`src/sv/buffer_part_stack_with_type_search_defines.svh`:
```
// Assertion macros shared by the part stack top level.
// They assume a clock named clk_i and an active-low reset named rst_ni in scope.
`ifndef BUFFER_PART_STACK_WITH_TYPE_SEARCH_DEFINES_SVH
`define BUFFER_PART_STACK_WITH_TYPE_SEARCH_DEFINES_SVH

// The consequent must hold in the same cycle as the antecedent.
`define BPSTS_ASSERT_NOW(label, ante, cons, msg) \
  label: assert property (@(posedge clk_i) disable iff (!rst_ni) (ante) |-> (cons)) \
    else $error(msg);

// The consequent must hold in the cycle after the antecedent.
`define BPSTS_ASSERT_NEXT(label, ante, cons, msg) \
  label: assert property (@(posedge clk_i) disable iff (!rst_ni) (ante) |=> (cons)) \
    else $error(msg);

`endif

```
`src/sv/bpsts_pkg.sv`:
```
`timescale 1ns / 1ps

package bpsts_pkg;

  localparam int unsigned MAX_PARTS = 16;
  localparam int unsigned IDX_W     = $clog2(MAX_PARTS);
  localparam int unsigned CNT_W     = $clog2(MAX_PARTS + 1);
  localparam int unsigned INDEX_W   = 5;
  localparam int unsigned MODE_W    = 3;
  localparam int unsigned STATUS_W  = 3;
  localparam int unsigned CFG_IDX_W = 2;

  localparam logic [MODE_W-1:0] MODE_PUSH      = 3'd0;
  localparam logic [MODE_W-1:0] MODE_POP       = 3'd1;
  localparam logic [MODE_W-1:0] MODE_FIND_TYPE = 3'd2;
  localparam logic [MODE_W-1:0] MODE_FIND_AIM  = 3'd3;
  localparam logic [MODE_W-1:0] MODE_FIND_NEXT = 3'd4;

  localparam logic [STATUS_W-1:0] ST_OK        = 3'd0;
  localparam logic [STATUS_W-1:0] ST_NOT_FOUND = 3'd1;
  localparam logic [STATUS_W-1:0] ST_EMPTY     = 3'd2;
  localparam logic [STATUS_W-1:0] ST_FULL      = 3'd3;
  localparam logic [STATUS_W-1:0] ST_NO_SPACE  = 3'd4;

  localparam logic [CFG_IDX_W-1:0] CFG_BASE     = 2'd0;
  localparam logic [CFG_IDX_W-1:0] CFG_CAPACITY = 2'd1;

  // All ones: index -1, "no part".
  localparam logic [INDEX_W-1:0] IDX_NONE = '1;

  // Kind of result loaded into the output register.
  typedef enum logic [2:0] {
    RES_PUSH,
    RES_FULL,
    RES_NO_SPACE,
    RES_POP,
    RES_EMPTY,
    RES_HIT,
    RES_MISS
  } res_e;

  typedef struct packed {
    logic cap_in;
    logic mul;
    logic pop_rd;
    logic scan_step;
    logic load;
    res_e res;
  } dp_cmd_t;

  typedef struct packed {
    logic full;
    logic no_space;
    logic empty;
    logic scan_more;
    logic scan_vld;
    logic hit;
  } dp_sts_t;

  typedef struct packed {
    logic [31:0] addr;
    logic [7:0]  ptype;
    logic [7:0]  aim;
    logic [31:0] bytes;
  } entry_t;

endpackage

```
`src/sv/bpsts_ctrl.sv`:
```
`timescale 1ns / 1ps

module bpsts_ctrl
  import bpsts_pkg::*;
(
  input  logic              clk_i,
  input  logic              rst_ni,
  input  logic              in_valid_i,
  input  logic [MODE_W-1:0] mode_i,
  output logic              in_ready_o,
  input  logic              out_ready_i,
  output logic              out_valid_o,
  output dp_cmd_t           cmd_o,
  input  dp_sts_t           sts_i
);

  localparam logic [2:0] S_IDLE   = 3'd0;
  localparam logic [2:0] S_MUL    = 3'd1;
  localparam logic [2:0] S_PUSH   = 3'd2;
  localparam logic [2:0] S_POP_RD = 3'd3;
  localparam logic [2:0] S_POP    = 3'd4;
  localparam logic [2:0] S_SCAN   = 3'd5;

  logic [2:0] state_q, state_d;
  logic       out_valid_q, out_valid_d;
  logic       out_free;

  assign out_free    = !out_valid_q || out_ready_i;
  assign in_ready_o  = (state_q == S_IDLE);
  assign out_valid_o = out_valid_q;

  always_comb begin
    state_d   = state_q;
    cmd_o     = '0;
    cmd_o.res = RES_MISS;
    unique case (state_q)
      S_IDLE: begin
        if (in_valid_i) begin
          cmd_o.cap_in = 1'b1;
          if (mode_i == MODE_PUSH) begin
            state_d = S_MUL;
          end else if (mode_i == MODE_POP) begin
            state_d = S_POP_RD;
          end else begin
            state_d = S_SCAN;
          end
        end
      end
      S_MUL: begin
        cmd_o.mul = 1'b1;
        state_d   = S_PUSH;
      end
      S_PUSH: begin
        if (out_free) begin
          cmd_o.load = 1'b1;
          if (sts_i.full) begin
            cmd_o.res = RES_FULL;
          end else if (sts_i.no_space) begin
            cmd_o.res = RES_NO_SPACE;
          end else begin
            cmd_o.res = RES_PUSH;
          end
          state_d = S_IDLE;
        end
      end
      S_POP_RD: begin
        if (sts_i.empty) begin
          if (out_free) begin
            cmd_o.load = 1'b1;
            cmd_o.res  = RES_EMPTY;
            state_d    = S_IDLE;
          end
        end else begin
          cmd_o.pop_rd = 1'b1;
          state_d      = S_POP;
        end
      end
      S_POP: begin
        if (out_free) begin
          cmd_o.load = 1'b1;
          cmd_o.res  = RES_POP;
          state_d    = S_IDLE;
        end
      end
      S_SCAN: begin
        if (sts_i.scan_vld && sts_i.hit) begin
          if (out_free) begin
            cmd_o.load = 1'b1;
            cmd_o.res  = RES_HIT;
            state_d    = S_IDLE;
          end
        end else if (!sts_i.scan_vld && !sts_i.scan_more) begin
          if (out_free) begin
            cmd_o.load = 1'b1;
            cmd_o.res  = RES_MISS;
            state_d    = S_IDLE;
          end
        end else begin
          cmd_o.scan_step = 1'b1;
        end
      end
      default: begin
        state_d = S_IDLE;
      end
    endcase
  end

  always_comb begin
    out_valid_d = out_valid_q;
    if (cmd_o.load) begin
      out_valid_d = 1'b1;
    end else if (out_ready_i) begin
      out_valid_d = 1'b0;
    end
  end

  always_ff @(posedge clk_i or negedge rst_ni) begin
    if (!rst_ni) begin
      state_q     <= S_IDLE;
      out_valid_q <= 1'b0;
    end else begin
      state_q     <= state_d;
      out_valid_q <= out_valid_d;
    end
  end

endmodule

```
`src/sv/bpsts_dp.sv`:
```
`timescale 1ns / 1ps

module bpsts_dp
  import bpsts_pkg::*;
(
  input  logic                 clk_i,
  input  logic                 rst_ni,
  input  logic                 cfg_we_i,
  input  logic [CFG_IDX_W-1:0] cfg_index_i,
  input  logic [31:0]          cfg_data_i,
  input  logic [MODE_W-1:0]    mode_i,
  input  logic [7:0]           part_type_i,
  input  logic [7:0]           part_aim_i,
  input  logic [15:0]          unit_size_i,
  input  logic [15:0]          unit_count_i,
  input  logic [INDEX_W-1:0]   prev_index_i,
  input  dp_cmd_t              cmd_i,
  output dp_sts_t              sts_o,
  output logic [STATUS_W-1:0]  status_o,
  output logic [INDEX_W-1:0]   index_o,
  output logic [31:0]          part_address_o,
  output logic [31:0]          part_bytes_o,
  output logic [CNT_W-1:0]     part_count_o,
  output logic [31:0]          free_bytes_o
);

  // Allocator state.
  logic [31:0]      base_q, cap_q;
  logic [CNT_W-1:0] used_q, used_d;
  logic [31:0]      fp_q, fp_d;
  logic [31:0]      fs_q, fs_d;

  // Captured item and product.
  logic [MODE_W-1:0]  in_mode_q;
  logic [7:0]         in_type_q, in_aim_q;
  logic [15:0]        in_usize_q, in_ucount_q;
  logic [INDEX_W-1:0] in_prev_q;
  logic [31:0]        prod_q;

  // Part table and its registered read port.
  entry_t           mem [MAX_PARTS];
  entry_t           rd_q;
  logic [IDX_W-1:0] rd_idx_q;
  logic [IDX_W-1:0] rd_addr;
  logic             rd_en;
  logic             wr_en;
  entry_t           wr_entry;
  logic [CNT_W-1:0] top_k;

  // Scan cursor.
  logic [CNT_W-1:0] scan_k_q;
  logic             scan_vld_q;
  logic [CNT_W-1:0] scan_start;
  logic             scan_more;

  // Output register next values.
  logic [STATUS_W-1:0] o_status;
  logic [INDEX_W-1:0]  o_index;
  logic [31:0]         o_addr, o_bytes, o_free;
  logic [CNT_W-1:0]    o_count;

  assign top_k     = used_q - CNT_W'(1);
  assign scan_more = scan_k_q < used_q;

  assign sts_o.full      = (used_q == CNT_W'(MAX_PARTS));
  assign sts_o.no_space  = (prod_q > fs_q);
  assign sts_o.empty     = (used_q == '0);
  assign sts_o.scan_more = scan_more;
  assign sts_o.scan_vld  = scan_vld_q;
  assign sts_o.hit       = (rd_q.ptype == in_type_q) &&
                           ((in_mode_q != MODE_FIND_AIM) || (rd_q.aim == in_aim_q));

  // First index a search looks at; an unused mode starts past the end and misses.
  always_comb begin
    unique case (mode_i) inside
      MODE_FIND_TYPE, MODE_FIND_AIM: begin
        scan_start = '0;
      end
      MODE_FIND_NEXT: begin
        if (prev_index_i[INDEX_W-1]) begin
          scan_start = '0;
        end else begin
          scan_start = CNT_W'(prev_index_i[INDEX_W-2:0]) + CNT_W'(1);
        end
      end
      default: begin
        scan_start = CNT_W'(MAX_PARTS);
      end
    endcase
  end

  always_ff @(posedge clk_i) begin
    if (cmd_i.cap_in) begin
      in_mode_q   <= mode_i;
      in_type_q   <= part_type_i;
      in_aim_q    <= part_aim_i;
      in_usize_q  <= unit_size_i;
      in_ucount_q <= unit_count_i;
      in_prev_q   <= prev_index_i;
    end
    if (cmd_i.mul) begin
      prod_q <= 32'(in_usize_q) * 32'(in_ucount_q);
    end
  end

  always_ff @(posedge clk_i or negedge rst_ni) begin
    if (!rst_ni) begin
      scan_k_q   <= '0;
      scan_vld_q <= 1'b0;
    end else if (cmd_i.cap_in) begin
      scan_k_q   <= scan_start;
      scan_vld_q <= 1'b0;
    end else if (cmd_i.scan_step) begin
      scan_vld_q <= scan_more;
      if (scan_more) begin
        scan_k_q <= scan_k_q + CNT_W'(1);
      end
    end
  end

  assign rd_addr = cmd_i.pop_rd ? top_k[IDX_W-1:0] : scan_k_q[IDX_W-1:0];
  assign rd_en   = cmd_i.pop_rd || (cmd_i.scan_step && scan_more);
  assign wr_en   = cmd_i.load && (cmd_i.res == RES_PUSH);

  assign wr_entry.addr  = fp_q;
  assign wr_entry.ptype = in_type_q;
  assign wr_entry.aim   = in_aim_q;
  assign wr_entry.bytes = prod_q;

  always_ff @(posedge clk_i) begin
    if (wr_en) begin
      mem[used_q[IDX_W-1:0]] <= wr_entry;
    end
    if (rd_en) begin
      rd_q     <= mem[rd_addr];
      rd_idx_q <= rd_addr;
    end
  end

  always_comb begin
    o_status = ST_NOT_FOUND;
    o_index  = IDX_NONE;
    o_addr   = '0;
    o_bytes  = '0;
    o_count  = used_q;
    o_free   = fs_q;
    used_d   = used_q;
    fp_d     = fp_q;
    fs_d     = fs_q;
    case (cmd_i.res)
      RES_PUSH: begin
        o_status = ST_OK;
        o_index  = INDEX_W'(used_q[IDX_W-1:0]);
        o_addr   = fp_q;
        o_bytes  = prod_q;
        used_d   = used_q + CNT_W'(1);
        fp_d     = fp_q + prod_q;
        fs_d     = fs_q - prod_q;
        o_count  = used_d;
        o_free   = fs_d;
      end
      RES_FULL: begin
        o_status = ST_FULL;
      end
      RES_NO_SPACE: begin
        o_status = ST_NO_SPACE;
      end
      RES_EMPTY: begin
        o_status = ST_EMPTY;
      end
      RES_POP: begin
        o_status = ST_OK;
        o_index  = INDEX_W'(top_k[IDX_W-1:0]);
        o_addr   = rd_q.addr;
        o_bytes  = rd_q.bytes;
        used_d   = top_k;
        fp_d     = rd_q.addr;
        fs_d     = fs_q + rd_q.bytes;
        o_count  = used_d;
        o_free   = fs_d;
      end
      RES_HIT: begin
        o_status = ST_OK;
        o_index  = INDEX_W'(rd_idx_q);
        o_addr   = rd_q.addr;
        o_bytes  = rd_q.bytes;
      end
      default: begin
        o_status = ST_NOT_FOUND;
        o_index  = (in_mode_q == MODE_FIND_NEXT) ? in_prev_q : IDX_NONE;
      end
    endcase
  end

  // Writing either register restarts the allocator.
  always_ff @(posedge clk_i or negedge rst_ni) begin
    if (!rst_ni) begin
      base_q <= '0;
      cap_q  <= '0;
      used_q <= '0;
      fp_q   <= '0;
      fs_q   <= '0;
    end else if (cfg_we_i && (cfg_index_i == CFG_BASE)) begin
      base_q <= cfg_data_i;
      used_q <= '0;
      fp_q   <= cfg_data_i;
      fs_q   <= cap_q;
    end else if (cfg_we_i && (cfg_index_i == CFG_CAPACITY)) begin
      cap_q  <= cfg_data_i;
      used_q <= '0;
      fp_q   <= base_q;
      fs_q   <= cfg_data_i;
    end else if (cmd_i.load) begin
      used_q <= used_d;
      fp_q   <= fp_d;
      fs_q   <= fs_d;
    end
  end

  always_ff @(posedge clk_i) begin
    if (cmd_i.load) begin
      status_o       <= o_status;
      index_o        <= o_index;
      part_address_o <= o_addr;
      part_bytes_o   <= o_bytes;
      part_count_o   <= o_count;
      free_bytes_o   <= o_free;
    end
  end

endmodule

```
`src/sv/buffer_part_stack_with_type_search.sv`:
```
// Sequence: a push is captured, its byte size multiplied out and its result then loaded;
// a pop reads the top entry, then loads it, but on an empty table loads from the read step.
// A search scans the table one entry a cycle through the registered read port of the part
// table; every result waits to load while the output register holds an untaken beat.
// Throughput: one item at a time; a new beat is taken as soon as the sequencer is idle again.
// Reset: asynchronous, active low; the table is empty, base and capacity read as zero.
`timescale 1ns / 1ps
`include "buffer_part_stack_with_type_search_defines.svh"

module buffer_part_stack_with_type_search
  import bpsts_pkg::*;
(
  input  logic                        clk_i,
  input  logic                        rst_ni,
  // Configuration write channel.
  input  logic                        cfg_valid_i,
  output logic                        cfg_ready_o,
  input  logic [CFG_IDX_W-1:0]        cfg_index_i,
  input  logic [31:0]                 cfg_data_i,
  // Input channel.
  input  logic                        in_valid_i,
  output logic                        in_ready_o,
  input  logic [MODE_W-1:0]           mode_i,
  input  logic [7:0]                  part_type_i,
  input  logic [7:0]                  part_aim_i,
  input  logic [15:0]                 unit_size_i,
  input  logic [15:0]                 unit_count_i,
  input  logic signed [INDEX_W-1:0]   prev_index_i,
  // Output channel.
  output logic                        out_valid_o,
  input  logic                        out_ready_i,
  output logic [STATUS_W-1:0]         status_o,
  output logic signed [INDEX_W-1:0]   index_o,
  output logic [31:0]                 part_address_o,
  output logic [31:0]                 part_bytes_o,
  output logic [CNT_W-1:0]            part_count_o,
  output logic [31:0]                 free_bytes_o
);

  // The controller steers the datapath through a small command struct and
  // sees only the status flags it needs to choose the next step.
  dp_cmd_t            cmd;
  dp_sts_t            sts;
  logic [INDEX_W-1:0] index_raw;

  // Always taken unchecked; the user must issue register writes only while the block is idle.
  assign cfg_ready_o = 1'b1;
  assign index_o     = index_raw;

  bpsts_ctrl u_ctrl (
    .clk_i       (clk_i),
    .rst_ni      (rst_ni),
    .in_valid_i  (in_valid_i),
    .mode_i      (mode_i),
    .in_ready_o  (in_ready_o),
    .out_ready_i (out_ready_i),
    .out_valid_o (out_valid_o),
    .cmd_o       (cmd),
    .sts_i       (sts)
  );

  // The datapath holds the part table, the allocator registers and the
  // output register, so a finished result can wait there while the next
  // input beat is already being taken.
  bpsts_dp u_dp (
    .clk_i          (clk_i),
    .rst_ni         (rst_ni),
    .cfg_we_i       (cfg_valid_i && cfg_ready_o),
    .cfg_index_i    (cfg_index_i),
    .cfg_data_i     (cfg_data_i),
    .mode_i         (mode_i),
    .part_type_i    (part_type_i),
    .part_aim_i     (part_aim_i),
    .unit_size_i    (unit_size_i),
    .unit_count_i   (unit_count_i),
    .prev_index_i   (prev_index_i),
    .cmd_i          (cmd),
    .sts_o          (sts),
    .status_o       (status_o),
    .index_o        (index_raw),
    .part_address_o (part_address_o),
    .part_bytes_o   (part_bytes_o),
    .part_count_o   (part_count_o),
    .free_bytes_o   (free_bytes_o)
  );

  // Once a beat is taken, the sequencer is busy in the following cycle.
  `BPSTS_ASSERT_NEXT(a_busy_after_accept, in_valid_i && in_ready_o, !in_ready_o, "ready after accept")

  // The part count reported can never exceed the table depth.
  `BPSTS_ASSERT_NOW(a_count_bound, out_valid_o, part_count_o <= CNT_W'(MAX_PARTS), "count overflow")

  // A refused push or pop names no part: address and size zero, index -1.
  `BPSTS_ASSERT_NOW(a_refused_clean, out_valid_o && (status_o == ST_FULL || status_o == ST_EMPTY || status_o == ST_NO_SPACE), part_address_o == '0 && part_bytes_o == '0 && index_o == IDX_NONE, "refused result not clean")

endmodule

```
`config.mk`:
```
export PLATFORM = sky130hd
export DESIGN_NAME = buffer_part_stack_with_type_search
export DESIGN_NICKNAME = d
export VERILOG_FILES = /design/src/sv/bpsts_pkg.sv /design/src/sv/bpsts_ctrl.sv /design/src/sv/bpsts_dp.sv /design/src/sv/buffer_part_stack_with_type_search.sv
export VERILOG_INCLUDE_DIRS = /design/src /design/src/sv
export SDC_FILE = /design/constraint.sdc
export NUM_CORES = 2
export LEC_CHECK = 0
export ABC_CLOCK_PERIOD_IN_PS = 13440
export BUFFER_PORTS_ARGS = -buffer_cell sky130_fd_sc_hd__buf_2
export CAP_MARGIN = 20
export CELL_PAD_IN_SITES_DETAIL_PLACEMENT = 1
export CELL_PAD_IN_SITES_GLOBAL_PLACEMENT = 2
export CORE_ASPECT_RATIO = 1.75
export CORE_UTILIZATION = 48
export CTS_CLUSTER_DIAMETER = 60
export DETAILED_ROUTE_END_ITERATION = 10
export GPL_TIMING_DRIVEN = 1
export PLACE_DENSITY = 0.9
export SLEW_MARGIN = 20
export SYNTH_ARGS = -nofsm -noshare
export SYNTH_HDL_FRONTEND = slang
export SYNTH_SLANG_ARGS = --single-unit
```
`constraint.sdc`:
```
create_clock -name clk_i -period 13.44 [get_ports clk_i]
set_clock_uncertainty 0.2 [all_clocks]
set_input_delay 2.016 -clock clk_i [delete_from_list [all_inputs] [get_ports clk_i]]
set_output_delay 2.016 -clock clk_i [all_outputs]
set_load 0.02 [all_outputs]
```
## Word-level counts from Yosys, hierarchy flattened

Memories as Yosys holds them, arrays and structs flattened. A register that Yosys moved wholly into a read port is not among the register bits.
Index checks and enable logic that the tools add are counted.

- Register bits: 344
- RAM bits: 1280
- Input bits: 95
- Output and inout port bits: 112
- Logic and storage cells: 145
- Memories kept: 1

- Add/sub/neg operators: 7
- $mul: 1
- Order comparisons: 2
- Equality and inequality tests: 22
- Muxes and demuxes: 56
- Bitwise gates (word level): 1
- Reduce and logical (&&, ||, !) cells: 32

Memory list:

| name | words | bits a word | read ports | clocked after memory_dff | write ports | RTL line | source |
|---|---|---|---|---|---|---|---|
| u_dp.mem | 16 | 80 | 1 | 1 | 1 | bpsts_dp.sv:41 | `entry_t mem [MAX_PARTS];` |

Operator list:

| kind | count |
|---|---|
| $pmux W32 S2 | 4 |
| $mux W32 | 6 |
| $add A32 B32 Y32 | 2 |
| $mux W5 | 8 |
| $mux W4 | 9 |
| $gt A32 B32 Y1 | 1 |
| $mul A16 B16 Y32 | 1 |
| $sub A32 B32 Y32 | 1 |
| $mux W3 | 7 |
| $pmux W5 S2 | 2 |
| $pmux W5 S4 | 1 |
| $eq A3 B2 Y1 const B | 6 |
| $eq A3 B3 Y1 const B | 6 |
| $eq A8 B8 Y1 | 2 |
| $pmux W4 S4 | 1 |
| $pmux W3 S5 | 1 |
| $mux W1 | 14 |
| $pmux W3 S4 | 1 |
| $add A5 B1 Y5 const B | 2 |
| $eq A3 B1 Y1 const B | 3 |
| $logic_not A3 Y1 | 3 |
| $reduce_and A2 Y1 | 4 |
| $logic_and A1 B1 Y1 | 7 |
| $reduce_bool A2 Y1 | 3 |
| 18 further kinds | 26 |

## Depth between registers and ports, before layout

- Depth after elaboration: 11
- Depth in mapped cells: 25
- Gate-level depth less buffers: 24

## Modules after synthesis

A second synthesis with hierarchy kept.

- Cells, all modules: 5044
- Area total of the unflattened synthesis: 79782.8 sq um

Modules (own cells, without submodules):

| module | instances | cells each | area each (sq um) | seq. area each (sq um) |
|---|---|---|---|---|
| bpsts_dp | 1 | 4992 | 79347.4 | 50353.3 |
| bpsts_ctrl | 1 | 50 | 424.2 | 100.1 |
| buffer_part_stack_with_type_search | 1 | 2 | 11.3 | 0.0 |

## Worst setup path after synthesis

No wires, ideal clock.

- Path type: input -> register
- Start: input port out_ready_i
- End: memory u_dp.mem[0][0] (netlist name), enable pin
- Setup time: 0.616 ns
- Data arrival time: 8.998 ns
- Data required time: 12.624 ns
- Slack: 3.626 ns
- Stages: 10
- Buffers on the path: 3
- Path through: nor2b_1 > nor2_1 > nand3_1 > o21ba_2 > a21boi_4 > buf_6 > buf_4 > buf_2 > nand2_1 > nor3_1

- Cells in the longest elaborated chain, start to end: 8
- Elaborated cells between the ends (all ways): 14
- Classes of those cells: mux: 11; reduce/logical: 3

Ends and longest elaborated chain:

| item | RTL line | source |
|---|---|---|
| start, declared | buffer_part_stack_with_type_search.sv:31 | `input logic out_ready_i,` |
| $logic_or A1 B1 Y1 * | bpsts_ctrl.sv:28 | `assign out_free = !out_valid_q \|\| out_ready_i;` |
| $mux W4, on equally long branches | bpsts_ctrl.sv:87, bpsts_ctrl.sv:68, bpsts_ctrl.sv:93 |  |
| $mux W4, on equally long branches | bpsts_ctrl.sv:86, bpsts_ctrl.sv:67, bpsts_ctrl.sv:92 |  |
| $pmux W4 S4 * | bpsts_ctrl.sv:36 | `unique case (state_q)` |
| $logic_not A3 Y1 / $pmux W4 S4 (equally long branches) | bpsts_dp.sv:123, bpsts_ctrl.sv:36 |  |
| $logic_and A1 B1 Y1 * | bpsts_dp.sv:123 | `assign wr_en = cmd_i.load && (cmd_i.res == RES_PUSH);` |
| $mux W1 * | bpsts_dp.sv:131 | `if (wr_en) begin` |
| $mux W1 (not written as such) * | bpsts_dp.sv:132 | `mem[used_q[IDX_W-1:0]] <= wr_entry;` |
| end, declared | bpsts_dp.sv:41 |  |

Every way passes the cells marked *; elsewhere a longest branch is shown, timed or not.

## Worst setup path after layout

- Start: register u_dp.in_usize_q[6]
- End: register u_dp.prod_q[31] (data pin)

- Cells in the longest elaborated chain, start to end: 1

Ends and longest elaborated chain:

| item | RTL line | source |
|---|---|---|
| start, declared | bpsts_dp.sv:36 | `logic [15:0] in_usize_q, in_ucount_q;` |
| start signal, assigned | bpsts_dp.sv:97 | `in_usize_q <= unit_size_i;` |
| $mul A16 B16 Y32 | bpsts_dp.sv:102 | `prod_q <= 32'(in_usize_q) * 32'(in_ucount_q);` |
| end signal, assigned | bpsts_dp.sv:102 |  |
| end, declared | bpsts_dp.sv:38 | `logic [31:0] prod_q;` |

No other way between the ends.
A chain may end at the register's enable or synchronous reset.

==> impl_metrics.json <==
{
  "outcome": "completed",
  "criticalPathCategory": "flop to flop",
  "fin_nets": 7174,
  "arrival_ns": 7.55,
  "ys_async_sr_fraction_pct": 8.39,
  "worst_skew_pair.late_latency_ns": 0.81,
  "grt_usage_pct": 29.3,
  "cts_hold_buf": 0,
  "slowest_stage": "edfxtp_1",
  "drive_gt1_share_pct": 10.3,
  "grt_max_degree": 171,
  "syn-cell-area_sq_um": 80400,
  "route.detailed.drc": 0,
  "gp_congestion": 0.922,
  "cp_cell_sequence": "and2_1 -> fa_1 -> inv_1 -> fa_1 -> fa_1 -> fa_1 -> inv_1 -> fa_1 -> inv_1 -> fa_1 -> inv_1 -> ha_1 -> a211oi_1 -> o21bai_1 -> a21o_1 -> a32o_1 -> a21oi_1 -> o21bai_1 -> o221ai_1 -> o21bai_1 -> a21oi_1 -> xnor2_1",
  "relSlewSlack_pct": 23.5,
  "required_ns": 13.78,
  "ant_nets": 0,
  "grt_pass1_wl_microns": 371000,
  "fin_crit_sh_pct": 53.6,
  "syn_avg_cell_area_sq_um": 12.3,
  "core-area_sq_um": 166000,
  "critPathMaxStageDelay_ns": 0.69,
  "dieArea_sq_um": 169000,
  "synth_edf_count": 1561,
  "dr_total_vias": 54600,
  "dp_hpwl_microns": 162000,
  "antenna_found_initial": 6,
  "cp_num_buf_inv": 4,
  "drt_iter0_markers": 4831,
  "tightest_slew_ns": 1.15,
  "ys_types": 99,
  "viasPerCell": 6.06,
  "slew_violations": 0,
  "grt.overflow.total": 0,
  "rsz0062_at_grt": "no",
  "yosysSeqAreaShare_pct": 62.7,
  "htreeDepth": 4,
  "synth_nets": 7063,
  "finalHoldViolCount": 0,
  "fillers": 16700,
  "drt_wl_total_microns": 251000,
  "cts_buffers": 166,
  "max_freq_ghz": 0.139,
  "endpoint_kind": "flop",
  "cts_tree": "built",
  "clkSinkCount": 1704,
  "setup_viol": 0,
  "drv_cap": 0,
  "cts_resized": 0,
  "area_growth_pct": 10.8,
  "drt_first_pass_iters": 5,
  "synth_warnings": 0,
  "crit_family": "adder cells",
  "num_rows": 198,
  "synthCells": 6562,
  "grt_pass1_vias": 58000,
  "ios": 207,
  "post-route-min-period_ns": 7.20,
  "synth-seq-cells": 1704,
  "postCtsSetupBuffers": 0,
  "critPathLaunchType": "flop",
  "tns_ns": 0,
  "portBuffers": 205,
  "post_drt_wl_per_cell_microns": 28.0,
  "clockBufferDepth": 4,
  "path_common_cell": "fa_1",
  "clk_pin_slew_ns": 0.06,
  "min_path_type": "flop to flop",
  "synth_top_flop_cell": "edfxtp_1",
  "start_util_pct": 48.4,
  "fp.dieH_microns": 543,
  "crit_fanout": 16,
  "cts_root_buf": "clkbuf_16",
  "die_x_microns": 311
}
cells by family (layout without fill, tap and decap cells):
kind of cell             after synthesis  count (layout)  share of synthesized area (%)
buffers and inverters                684             915                           3.42
AND/OR/NAND/NOR                     2497            2497                           13.6
flip-flops                          1704            1704                           62.7
adder cells (fa/ha/maj)              406             406                           8.16
multiplexers                         125             125                           1.66
AO/OA/AOI/OAI                       1022            1022                           9.10
other                                  1               4                        0.00466
XOR/XNOR                             123             123                           1.34
synth_stat cells (6+ instances only):
master / count / area share, %
a211o_1: 11 / 0.12
a211oi_1: 45 / 0.42
a21o_1: 50 / 0.47
a21oi_1: 225 / 1.4
a221o_1: 11 / 0.14
a221oi_1: 7 / 0.076
a22o_1: 32 / 0.35
a22oi_1: 14 / 0.13
a311oi_1: 240 / 2.6
a31oi_1: 99 / 0.77
and2_1: 128 / 1.0
and3_1: 173 / 1.3
buf_1: 23 / 0.11
buf_2: 98 / 0.61
buf_4: 13 / 0.12
clkbuf_1: 244 / 1.1
dfrtp_1: 143 / 4.4
edfxtp_1: 1561 / 58
fa_1: 197 / 4.9
ha_1: 209 / 3.3
inv_1: 301 / 1.4
mux2_2: 66 / 0.92
mux2i_1: 58 / 0.72
nand2_1: 1592 / 7.4
nand2b_1: 15 / 0.12
nand3_1: 350 / 2.2
nand4_1: 13 / 0.10
nor2_1: 119 / 0.56
nor2b_1: 22 / 0.17
nor3_1: 37 / 0.23
nor4_1: 9 / 0.070
o211ai_1: 14 / 0.13
o21a_1: 40 / 0.37
o21ai_0: 112 / 0.70
o21ai_1: 13 / 0.081
o21bai_1: 19 / 0.18
o221ai_1: 8 / 0.087
o22ai_1: 9 / 0.070
o31a_1: 6 / 0.065
o31ai_1: 7 / 0.065
or3_1: 9 / 0.070
xnor2_1: 73 / 0.79
xor2_1: 50 / 0.54
cell type report:
class / instances / area [sq um] / share of cell area, %
diodes: 3 / 7.51 / 0.00843
repair buffers: 323 / 1990 / 2.24
well taps: 2200 / 2750 / 3.09
flip-flops and latches: 1704 / 50500 / 56.6
clock buffers: 202 / 4380 / 4.92
clock inverters: 86 / 921 / 1.03
inverters: 304 / 1160 / 1.30
multi-input cells: 4174 / 27400 / 30.8
worst paths after layout:
check | startpoint | to | slack (ns) | depth (start not counted)
worst max-delay path | u_dp.in_usize_q[6] | u_dp.prod_q[31] | 6.24 | 22
worst min-delay path | u_dp.cap_q[20] | u_dp.cap_q[20] | 0.30 | 1
worst max register to register | u_dp.in_usize_q[6] | u_dp.prod_q[31] | 6.24 | 22
worst min register to register | u_dp.cap_q[20] | u_dp.cap_q[20] | 0.30 | 1
max in group asynchronous | rst_ni | u_dp.fp_q[22] | 10.41 | 2
min in group asynchronous | rst_ni | u_dp.fs_q[6] | 1.01 | 1
cell usage in the layout, fill, tap and decap left out, types with 66 or more instances in the layout:
master,instances
and2_1,127
a31oi_1,99
clkbuf_16,168
a21oi_1,223
o21ai_0,111
dfrtp_1,143
fa_1,197
nor2_1,104
xnor2_1,73
a311oi_1,240
ha_1,209
mux2_2,66
inv_1,301
nand3_1,350
buf_2,203
and3_1,173
nand2_1,1591
edfxtp_1,1561
buf_4,113
metal layers:
layer  GRT usage (%)  vias up  part of all wire (%)
met1            34.1    28100                    37
met4            17.5        0                   6.6
met5               0        -                     0
met2            52.1     1966                    51
li1                -    23900                     -
met3            3.34      561                   5.4
registers in the layout, summed over array words and instances, names as in the netlist, 3 cells and up:
register,cells
u_dp.mem,1280
u_dp.rd_q,80
u_dp.base_q,32
u_dp.cap_q,32
u_dp.fp_q,32
u_dp.free_bytes_o,32
u_dp.fs_q,32
u_dp.part_address_o,32
u_dp.part_bytes_o,32
u_dp.prod_q,32
u_dp.in_ucount_q,16
u_dp.in_usize_q,16
u_dp.in_aim_q,8
u_dp.in_type_q,8
u_dp.in_prev_q,5
u_dp.index_o,5
u_dp.part_count_o,5
u_dp.scan_k_q,5
u_dp.used_q,5
u_dp.rd_idx_q,4
u_ctrl.state_q,3
u_dp.in_mode_q,3
u_dp.status_o,3
stage by stage:
stage,hold slack [ns],area [sq um],utilization [%],instances,setup WS [ns]
after global placement,0.279,83700,50.4,8702,6.20
after detailed placement,0.286,83700,50.4,8704,6.19
after global routing,0.326,89100,53.6,8994,5.81
after CTS,0.299,89000,53.6,8992,6.19
final,0.305,89100,53.6,8996,6.24
after floorplan,0.271,80400,-,6562,3.63
Power is left out: the tool's default activity adds up to more than one toggle a clock period on the data nets, which glitch-free logic cannot reach.
